==> src/sv/cfde_pkg.sv <==
// shared types and constants of the cube face direction encode unit
`default_nettype none

package cfde_pkg;

   localparam int FACE_WIDTH  = 3;
   localparam int COORD_WIDTH = 32;

   localparam logic [FACE_WIDTH-1:0] FACE_NONE  = 3'd0;
   localparam logic [FACE_WIDTH-1:0] FACE_POS_X = 3'd1;
   localparam logic [FACE_WIDTH-1:0] FACE_POS_Y = 3'd2;
   localparam logic [FACE_WIDTH-1:0] FACE_POS_Z = 3'd3;
   localparam logic [FACE_WIDTH-1:0] FACE_NEG_Z = 3'd4;
   localparam logic [FACE_WIDTH-1:0] FACE_NEG_Y = 3'd5;
   localparam logic [FACE_WIDTH-1:0] FACE_NEG_X = 3'd6;

   // control that rides alongside the data down the divider chain
   typedef struct packed {
      logic                  valid;
      logic [FACE_WIDTH-1:0] face;
      logic                  neg_u;
      logic                  neg_v;
   } cfde_ctrl_type;

endpackage

`default_nettype wire

==> src/sv/cfde_div_cell.sv <==
// one restoring division step for both coordinates, registered
`default_nettype none

module cfde_div_cell import cfde_pkg::*; #(
   parameter int COMP_WIDTH = 32,
   parameter int FRAC_BITS  = 30
) (
   input  wire logic                  clock,
   input  wire logic                  reset,
   input  wire logic [COMP_WIDTH-1:0] rem_u_i,
   input  wire logic [COMP_WIDTH-1:0] rem_v_i,
   input  wire logic [FRAC_BITS:0]    quo_u_i,
   input  wire logic [FRAC_BITS:0]    quo_v_i,
   input  wire logic [COMP_WIDTH-1:0] den_i,
   input  wire cfde_ctrl_type         ctrl_i,
   output      logic [COMP_WIDTH-1:0] rem_u_o,
   output      logic [COMP_WIDTH-1:0] rem_v_o,
   output      logic [FRAC_BITS:0]    quo_u_o,
   output      logic [FRAC_BITS:0]    quo_v_o,
   output      logic [COMP_WIDTH-1:0] den_o,
   output      cfde_ctrl_type         ctrl_o
);

   localparam int QW = FRAC_BITS + 1;

   logic [COMP_WIDTH:0]   dbl_u, dbl_v, den_x;
   logic                  ge_u, ge_v;
   logic [COMP_WIDTH:0]   dif_u, dif_v;
   logic [COMP_WIDTH-1:0] rem_u_in, rem_v_in, rem_u_ff, rem_v_ff, den_ff;
   logic [QW-1:0]         quo_u_in, quo_v_in, quo_u_ff, quo_v_ff;
   cfde_ctrl_type         ctrl_ff;

   always_comb begin
      dbl_u    = {rem_u_i, 1'b0};
      dbl_v    = {rem_v_i, 1'b0};
      den_x    = {1'b0, den_i};
      ge_u     = (dbl_u >= den_x);
      ge_v     = (dbl_v >= den_x);
      dif_u    = dbl_u - den_x;
      dif_v    = dbl_v - den_x;
      // remainder stays below the divisor, so the low bits hold it
      rem_u_in = ge_u ? dif_u[COMP_WIDTH-1:0] : dbl_u[COMP_WIDTH-1:0];
      rem_v_in = ge_v ? dif_v[COMP_WIDTH-1:0] : dbl_v[COMP_WIDTH-1:0];
      quo_u_in = {quo_u_i[QW-2:0], ge_u};
      quo_v_in = {quo_v_i[QW-2:0], ge_v};
   end

   always_ff @(posedge clock) begin
      if (reset) begin
         ctrl_ff <= '0;
      end else begin
         ctrl_ff <= ctrl_i;
      end
   end

   always_ff @(posedge clock) begin
      rem_u_ff <= rem_u_in;
      rem_v_ff <= rem_v_in;
      quo_u_ff <= quo_u_in;
      quo_v_ff <= quo_v_in;
      den_ff   <= den_i;
   end

   assign rem_u_o = rem_u_ff;
   assign rem_v_o = rem_v_ff;
   assign quo_u_o = quo_u_ff;
   assign quo_v_o = quo_v_ff;
   assign den_o   = den_ff;
   assign ctrl_o  = ctrl_ff;

endmodule

`default_nettype wire

==> config.mk <==
export PLATFORM = sky130hd
export DESIGN_NAME = cfde_div_cell
export DESIGN_NICKNAME = d
export VERILOG_FILES = /design/src/sv/cfde_pkg.sv /design/src/sv/cfde_div_cell.sv
export SDC_FILE = /design/constraint.sdc
export NUM_CORES = 1
export LEC_CHECK = 0
export CAP_MARGIN = 25
export CORE_MARGIN = 3
export CORE_UTILIZATION = 40
export DETAILED_ROUTE_END_ITERATION = 7
export DONT_BUFFER_PORTS = 1
export GPL_ROUTABILITY_DRIVEN = 0
export PLACE_DENSITY_LB_ADDON = 0.3
export SYNTH_ARGS = -nofsm -noshare
export SYNTH_HDL_FRONTEND = slang
export SYNTH_SLANG_ARGS = --single-unit
==> constraint.sdc <==
create_clock -name clock -period 3.4 [get_ports clock]
set_clock_uncertainty 0.15 [all_clocks]
set_input_delay 0.17 -clock clock [delete_from_list [all_inputs] [get_ports clock]]
set_output_delay 0.17 -clock clock [all_outputs]
set_load 0.01 [all_outputs]
==> results of run 1 <==
[metrics by stage]
step                hold slack (ns)  total power [µW]  cells  util (%)
floorplan                   0.04772              3062    835         -
global placement            0.04776              3291   1044     42.84
detailed placement          0.04776              3293   1044     42.84
CTS                        0.009039              5327   1237     54.81
global route                0.02080              5555   1237     54.81
finish                      0.02251              5306   1237     54.81
[logic make-up after synthesis]
kind of cell	after synthesis
flops	164
xor+xnor	52
fa+ha+maj	66
simple gates	218
buf+inv	80
mux	6
compound gates	249
[layout make-up]
cell class                      count  area [µm²]  area share, %
Inverter                           53       198.9          1.980
Clock inverter                     15       156.4          1.557
Sequential cell                   164        3283          32.68
Tap cell                          229       286.5          2.852
Timing Repair Buffer              168        1677          16.69
Clock buffer                       17       425.4          4.234
Multi-Input combinational cell    591        4020          40.01
[flip-flops by register name, summed over array words and instances (netlist names)]
signal	count
quo_v_o	31
ctrl_o	6
den_o	32
quo_u_o	31
rem_u_o	32
rem_v_o	32
[how the worst max path moves through the flow]
| stage | start | to | slack (ns) |
|---|---|---|---|
| 3_3_place_gp | den_i[14] | rem_v_o[16] | 0.41 |
| 6_report | rem_u_i[6] | rem_u_o[27] | 0.32 |
| 5_1_grt | den_i[0] | rem_v_o[30] | 0.12 |
| 2_1_floorplan | den_i[1] | rem_u_o[16] | 0.80 |
| 4_1_cts | den_i[0] | rem_v_o[30] | 0.38 |
| 3_5_place_dp | den_i[14] | rem_v_o[6] | 0.36 |
[per-layer routing]
metal  GRT usage [%]  wire, µm  up-vias
li1                -         -     3265
met1           26.30      9914     2969
met3           4.563      1421       28
met2           40.69     12430      233
met5               0         0        -
met4           7.757       533        0
[Yosys cell counts (all sizes together) (2+ instances only)]
library cell,number
dfxtp,164
nand2,101
o21ai,95
ha,64
a21oi,60
inv,53
xnor2,29
nor2,26
xor2,23
a21o,21
nor2b,19
nand4,16
clkbuf,15
nor3,14
nand3,13
buf,12
o211ai,8
o21bai,8
o31ai,8
a31oi,7
a211oi,6
mux2,6
nand2b,6
and2,5
and3,5
o21a,5
a211o,4
a21boi,4
nor4,4
a2111oi,3
a311oi,3
or2,3
a22oi,2
a41oi,2
fa,2
nor3b,2
o31a,2
o41ai,2
[power by group through the flow]
stage          registers [µW]  logic [µW]  clock network [µW]
6_report                 2380        1040                1890
5_1_grt                  2390        1150                2010
4_1_cts                  2380        1030                1910
3_5_place_dp             2420         870                   0
3_3_place_gp             2430         865                   0
2_1_floorplan            2370         694                   0
[placed cells by master (no fill, tap or decap), types with 5 or more instances in the layout]
| master | n |
|---|---|
| inv_8 | 6 |
| nand2b_1 | 6 |
| nor2_1 | 25 |
| a21oi_1 | 59 |
| xnor2_1 | 29 |
| o21ai_0 | 92 |
| ha_1 | 64 |
| a21o_1 | 21 |
| a31oi_1 | 5 |
| nand2_1 | 101 |
| o211ai_1 | 6 |
| and3_1 | 5 |
| buf_4 | 6 |
| a211oi_1 | 6 |
| nand4_1 | 16 |
| clkbuf_16 | 17 |
| o21bai_1 | 8 |
| nor3_1 | 14 |
| dfxtp_1 | 164 |
| inv_1 | 52 |
| o31ai_1 | 7 |
| nand3_1 | 13 |
| nor2b_1 | 19 |
| xor2_1 | 23 |
| o21a_1 | 5 |
| dlygate4sd3_1 | 161 |
[repair_timing]
action	in CTS	in global routing
hold endpoints to repair	162	0
endpoints found under the setup margin	0	0
hold buffers	161	0
==> impl_metrics.tcl, run 1 <==
set metrics [dict create \
    setup_tns_ns 0 \
    async_reset_ff_share_pct 0 \
    port_buffers 0 \
    die_x_um 144.1 \
    netlist-cell-type-count 70 \
    path_cells "dlygate4sd3_1 > ha_1 > a21oi_1 > nand4b_1 > a31oi_1 > a211oi_1 > o31ai_1 > a31oi_1 > o21ai_0 > xnor2_1 > o21ai_0" \
    synth_compound_area_share_pct 21.26 \
    final_area_mm2 0.01005 \
    post_cts_resized 0 \
    cap_violations 0 \
    fillers 1603 \
    drt-wirelength-per-cell_um 19.64 \
    ys_warn_count 0 \
    place_ws_ns 0.3622 \
    worst-path-max-fanout 4 \
    die_h_um 144.1 \
    cp_data_arrival_time_ns 3.23 \
    synth_area_leaders "dfxtp_1 43%, ha_1 10%, o21ai_0 6.0%, nand2_1 5.0%, a21oi_1 3.9%" \
    totalWireLength_um 24300 \
    vias_per_cell 5.251 \
    io_pins 330 \
    hold_end "rem_v_o[4]" \
    cts_max_path_buffers 2 \
    worstSetupPathType "primary input to flip-flop" \
    p_switching_uw 1685 \
    cpMaxStageDelayCell "dlygate4sd3_1" \
    final_nets 1227 \
    holdPathStages 3 \
    synth_nets 1067 \
    row_count 49 \
    synth_area_mm2 0.007632 \
    crit_path_start_kind "primary input" \
    cts_inserted_buffers 17 \
    drc 0 \
    antennaDiodeCount 0 \
    cpPeakStageDelay_ns 0.56 \
    p_int_uw 3621 \
    dieArea_mm2 0.02077 \
    antenna_left 0 \
    synth_top_area_cell "dfxtp_1" \
    first_pass_iters 4 \
    worst_slack_ns 0.3208 \
    combPwrFrac_pct 19.6 \
    cts.sinks 164 \
    synth_fa_ha_area_share_pct 11.02 \
    postCtsSetupRepairBufs 0 \
    path_depth 11 \
    hold_viol_final 0 \
    worst-path-buf-inv 1 \
    slew_headroom_pct 59.48 \
    grt_pass1_wl_um 35710 \
    hold_path_class "primary input to flip-flop" \
    fin_crit_ns 3.079 \
    ys_seq_area_share_pct 43.02 \
    fmax_ghz 0.3248 \
    cp.required_ns 3.55 \
    yosys.area_share.simple_pct 13.54 \
    syn_inst 835 \
    drt_iter0_drc 384 \
    min_from "rem_v_i[3]" \
    start_util_pct 41.64 \
    end_kind "flip-flop" \
    synthFlopType "dfxtp_1" \
    grt_overflow 0 \
    power.leakage_uw 0.004268 \
    synth_top_family_by_area "compound AO/OA/AOI/OAI gates" \
    core_mm2 0.01833 \
    htree_levels 4 \
    synth_seq_cells 164 \
    synth_mux_area_share_pct 0.8852 \
    clkPwrFrac_pct 35.6 \
    grt.total_usage_pct 22.44 \
    area_growth_pct 31.64 \
    critPathTopFamily "compound AO/OA/AOI/OAI gates" \
    grt_max_degree 36 \
    place_area_mm2 0.007854 \
    worst_slew_pin_slew_ns 0.6022 \
    rsz0062_at_grt "no" \
    path_clk_slew_ns 0.07 \
    via_count 6495 \
    cts-root-buf "clkbuf_16" \
    synth_edf_count 0 \
    place_hpwl_um 17940 \
    antenna_found_initial 0 \
    grt_pass1_vias 6482 \
    pwr_density_cell_mw_per_mm2 528.1 \
    syn_area_per_cell_um2 9.141 \
    fin_crit_sh_pct 90.57 \
    maxSlewViolCount 0 \
    ir_drop_mv 0.2687 \
    status "complete, no violations" \
    switching_share_pct 31.75 \
    synth_xor_xnor_area_share_pct 5.967 \
    p_seq_share_pct 44.8 \
    setup_viol 0 \
    cts_tree "built" \
    yosysTopAreaCellShare_pct 43.02 \
    layout-drive-gt1-share_pct 6.349 \
]
(Power assumes the default switching activity.)
==> run 2: changes to the inputs <==
--- a/config.mk
+++ b/config.mk
@@ -6,8 +6,9 @@
 export NUM_CORES = 1
 export LEC_CHECK = 0
 export CAP_MARGIN = 25
-export CORE_MARGIN = 3
+export CORE_MARGIN = 4
 export CORE_UTILIZATION = 40
+export CTS_CLUSTER_SIZE = 25
 export DETAILED_ROUTE_END_ITERATION = 7
 export DONT_BUFFER_PORTS = 1
 export GPL_ROUTABILITY_DRIVEN = 0
==> run 2 against run 1 <==
  * Critical path depth is 1 higher
  * Clock power hardly changed
  * Combinational power hardly changed
  * Sequential share of layout area hardly changed
  * Highest routed layer unchanged
  * Critical endpoint is now rem_u_o[9]
==> impl_metrics.tcl, run 2 (same netlist as run 1, synthesis figures left out) <==
set metrics [dict create \
    status "complete, no violations" \
    die_x_um 146.1 \
    cts_inserted_buffers 17 \
    cp.required_ns 3.55 \
    path_cells "dlygate4sd3_1 > ha_1 > a21oi_1 > nand4b_1 > a31oi_1 > a2111oi_4 > o221a_4 > o21ai_4 > a31oi_4 > buf_12 > inv_2 > mux2_1" \
    slew_headroom_pct 64.62 \
    grt_pass1_vias 6664 \
    antenna_found_initial 0 \
    hold_viol_final 0 \
    cpPeakStageDelay_ns 0.57 \
    dieArea_mm2 0.02136 \
    drt_iter0_drc 342 \
    area_growth_pct 31.52 \
    cp_data_arrival_time_ns 3.18 \
    pwr_density_cell_mw_per_mm2 526.3 \
    cpMaxStageDelayCell "dlygate4sd3_1" \
    drt-wirelength-per-cell_um 19.86 \
    place_hpwl_um 18360 \
    end_kind "flip-flop" \
    die_h_um 146.1 \
    grt.total_usage_pct 22.28 \
    min_from "rem_u_i[4]" \
    first_pass_iters 5 \
    final_common_cell "dfxtp_1" \
    start_util_pct 40.80 \
    maxSlewViolCount 0 \
    ir_drop_mv 0.2845 \
    setup_viol 0 \
    power.leakage_uw 0.004255 \
    cts.sinks 164 \
    hold_path_class "primary input to flip-flop" \
    cap_violations 0 \
    worst-path-buf-inv 3 \
    cts-root-buf "clkbuf_16" \
    layout-drive-gt1-share_pct 6.256 \
    worst_slew_pin_slew_ns 0.5259 \
    holdPathStages 3 \
    fmax_ghz 0.3302 \
    fin_crit_sh_pct 89.07 \
    layout_common_cells "164 x dfxtp_1, 161 x dlygate4sd3_1, 101 x nand2_1, 92 x o21ai_0, 64 x ha_1" \
    io_pins 330 \
    worstSetupPathType "primary input to flip-flop" \
    worst-path-max-fanout 37 \
    htree_levels 4 \
    path_clk_slew_ns 0.07 \
    vias_per_cell 5.284 \
    crit_path_start_kind "primary input" \
    via_count 6557 \
    cts_tree "built" \
    hold_end "rem_u_o[5]" \
    grt_pass1_wl_um 37310 \
    core_mm2 0.01871 \
    grt_max_degree 38 \
    antenna_left 0 \
    drc 0 \
    setup_tns_ns 0 \
    critPathTopFamily "compound AO/OA/AOI/OAI gates" \
    port_buffers 0 \
    final_nets 1226 \
    grt_overflow 0 \
    worst_slack_ns 0.3716 \
    cts_max_path_buffers 2 \
    rsz0062_at_grt "no" \
    place_ws_ns 0.4234 \
    antennaDiodeCount 0 \
    totalWireLength_um 24640 \
    row_count 50 \
    fin_crit_ns 3.028 \
]
## run 2: power breakdown
part | leakage [µW] | switching [µW] | internal (µW)
clock | 0.000277 | 873 | 992
sequential | 0.00138 | 226 | 2150
combinational | 0.00259 | 556 | 484
total | 0.00426 | 1660 | 3630
## run 2: how the worst max path moves through the flow
stage	start	endpoint	slack (ns)	depth (start not counted)
5_1_grt	rem_v_i[0]	rem_v_o[30]	0.15	11
2_1_floorplan	den_i[1]	rem_u_o[16]	0.80	11
6_report	rem_u_i[6]	rem_u_o[9]	0.37	12
4_1_cts	rem_u_i[6]	rem_u_o[9]	0.40	12
3_3_place_gp	den_i[14]	rem_v_o[6]	0.45	11
3_5_place_dp	den_i[14]	rem_v_o[2]	0.42	11
## run 2: layout make-up
cell class / count / area (µm²)
Sequential cell: 164 / 3283
Inverter: 53 / 198.9
Multi-Input combinational cell: 591 / 4020
Tap cell: 234 / 292.8
Timing Repair Buffer: 167 / 1669
Fill cell: 1640 / 8667
Clock buffer: 18 / 439.2
Clock inverter: 14 / 135.1
## run 2: stage by stage
stage | hold slack (ns) | std cells | cell area (µm²) | total power, µW | utilization (%)
floorplan | 0.04772 | 835 | 7632 | 3062 | -
global placement | 0.04776 | 1048 | 7853 | 3291 | 41.98
detailed placement | 0.04776 | 1048 | 7853 | 3294 | 41.98
CTS | 0.01494 | 1241 | 10040 | 5314 | 53.67
global route | 0.05781 | 1241 | 10040 | 5530 | 53.67
finish | 0.02707 | 1241 | 10040 | 5284 | 53.67
## run 2: routing by layer
layer	vias to the layer above	part of all wire (%)	wire length, µm	global-route usage (%)
met1	2997	40	9753	25.06
li1	3255	-	-	-
met3	32	6.9	1697	6.021
met5	-	0	0	0
met4	0	2.3	571	7.714
met2	273	51	12620	40.52
## run 2: timing repair
item / 4_1_cts / 5_1_grt
resized for setup: 0 / 0
buffers inserted: 0 / 0
hold buffers: 161 / 0
hold endpoints to repair: 162 / 0
endpoints found under the setup margin: 0 / 0
## run 2: tightest hold or removal path: stages
cell and delay (ns):
ha_1 0.18, xor2_1 0.09, o21ai_0 0.12
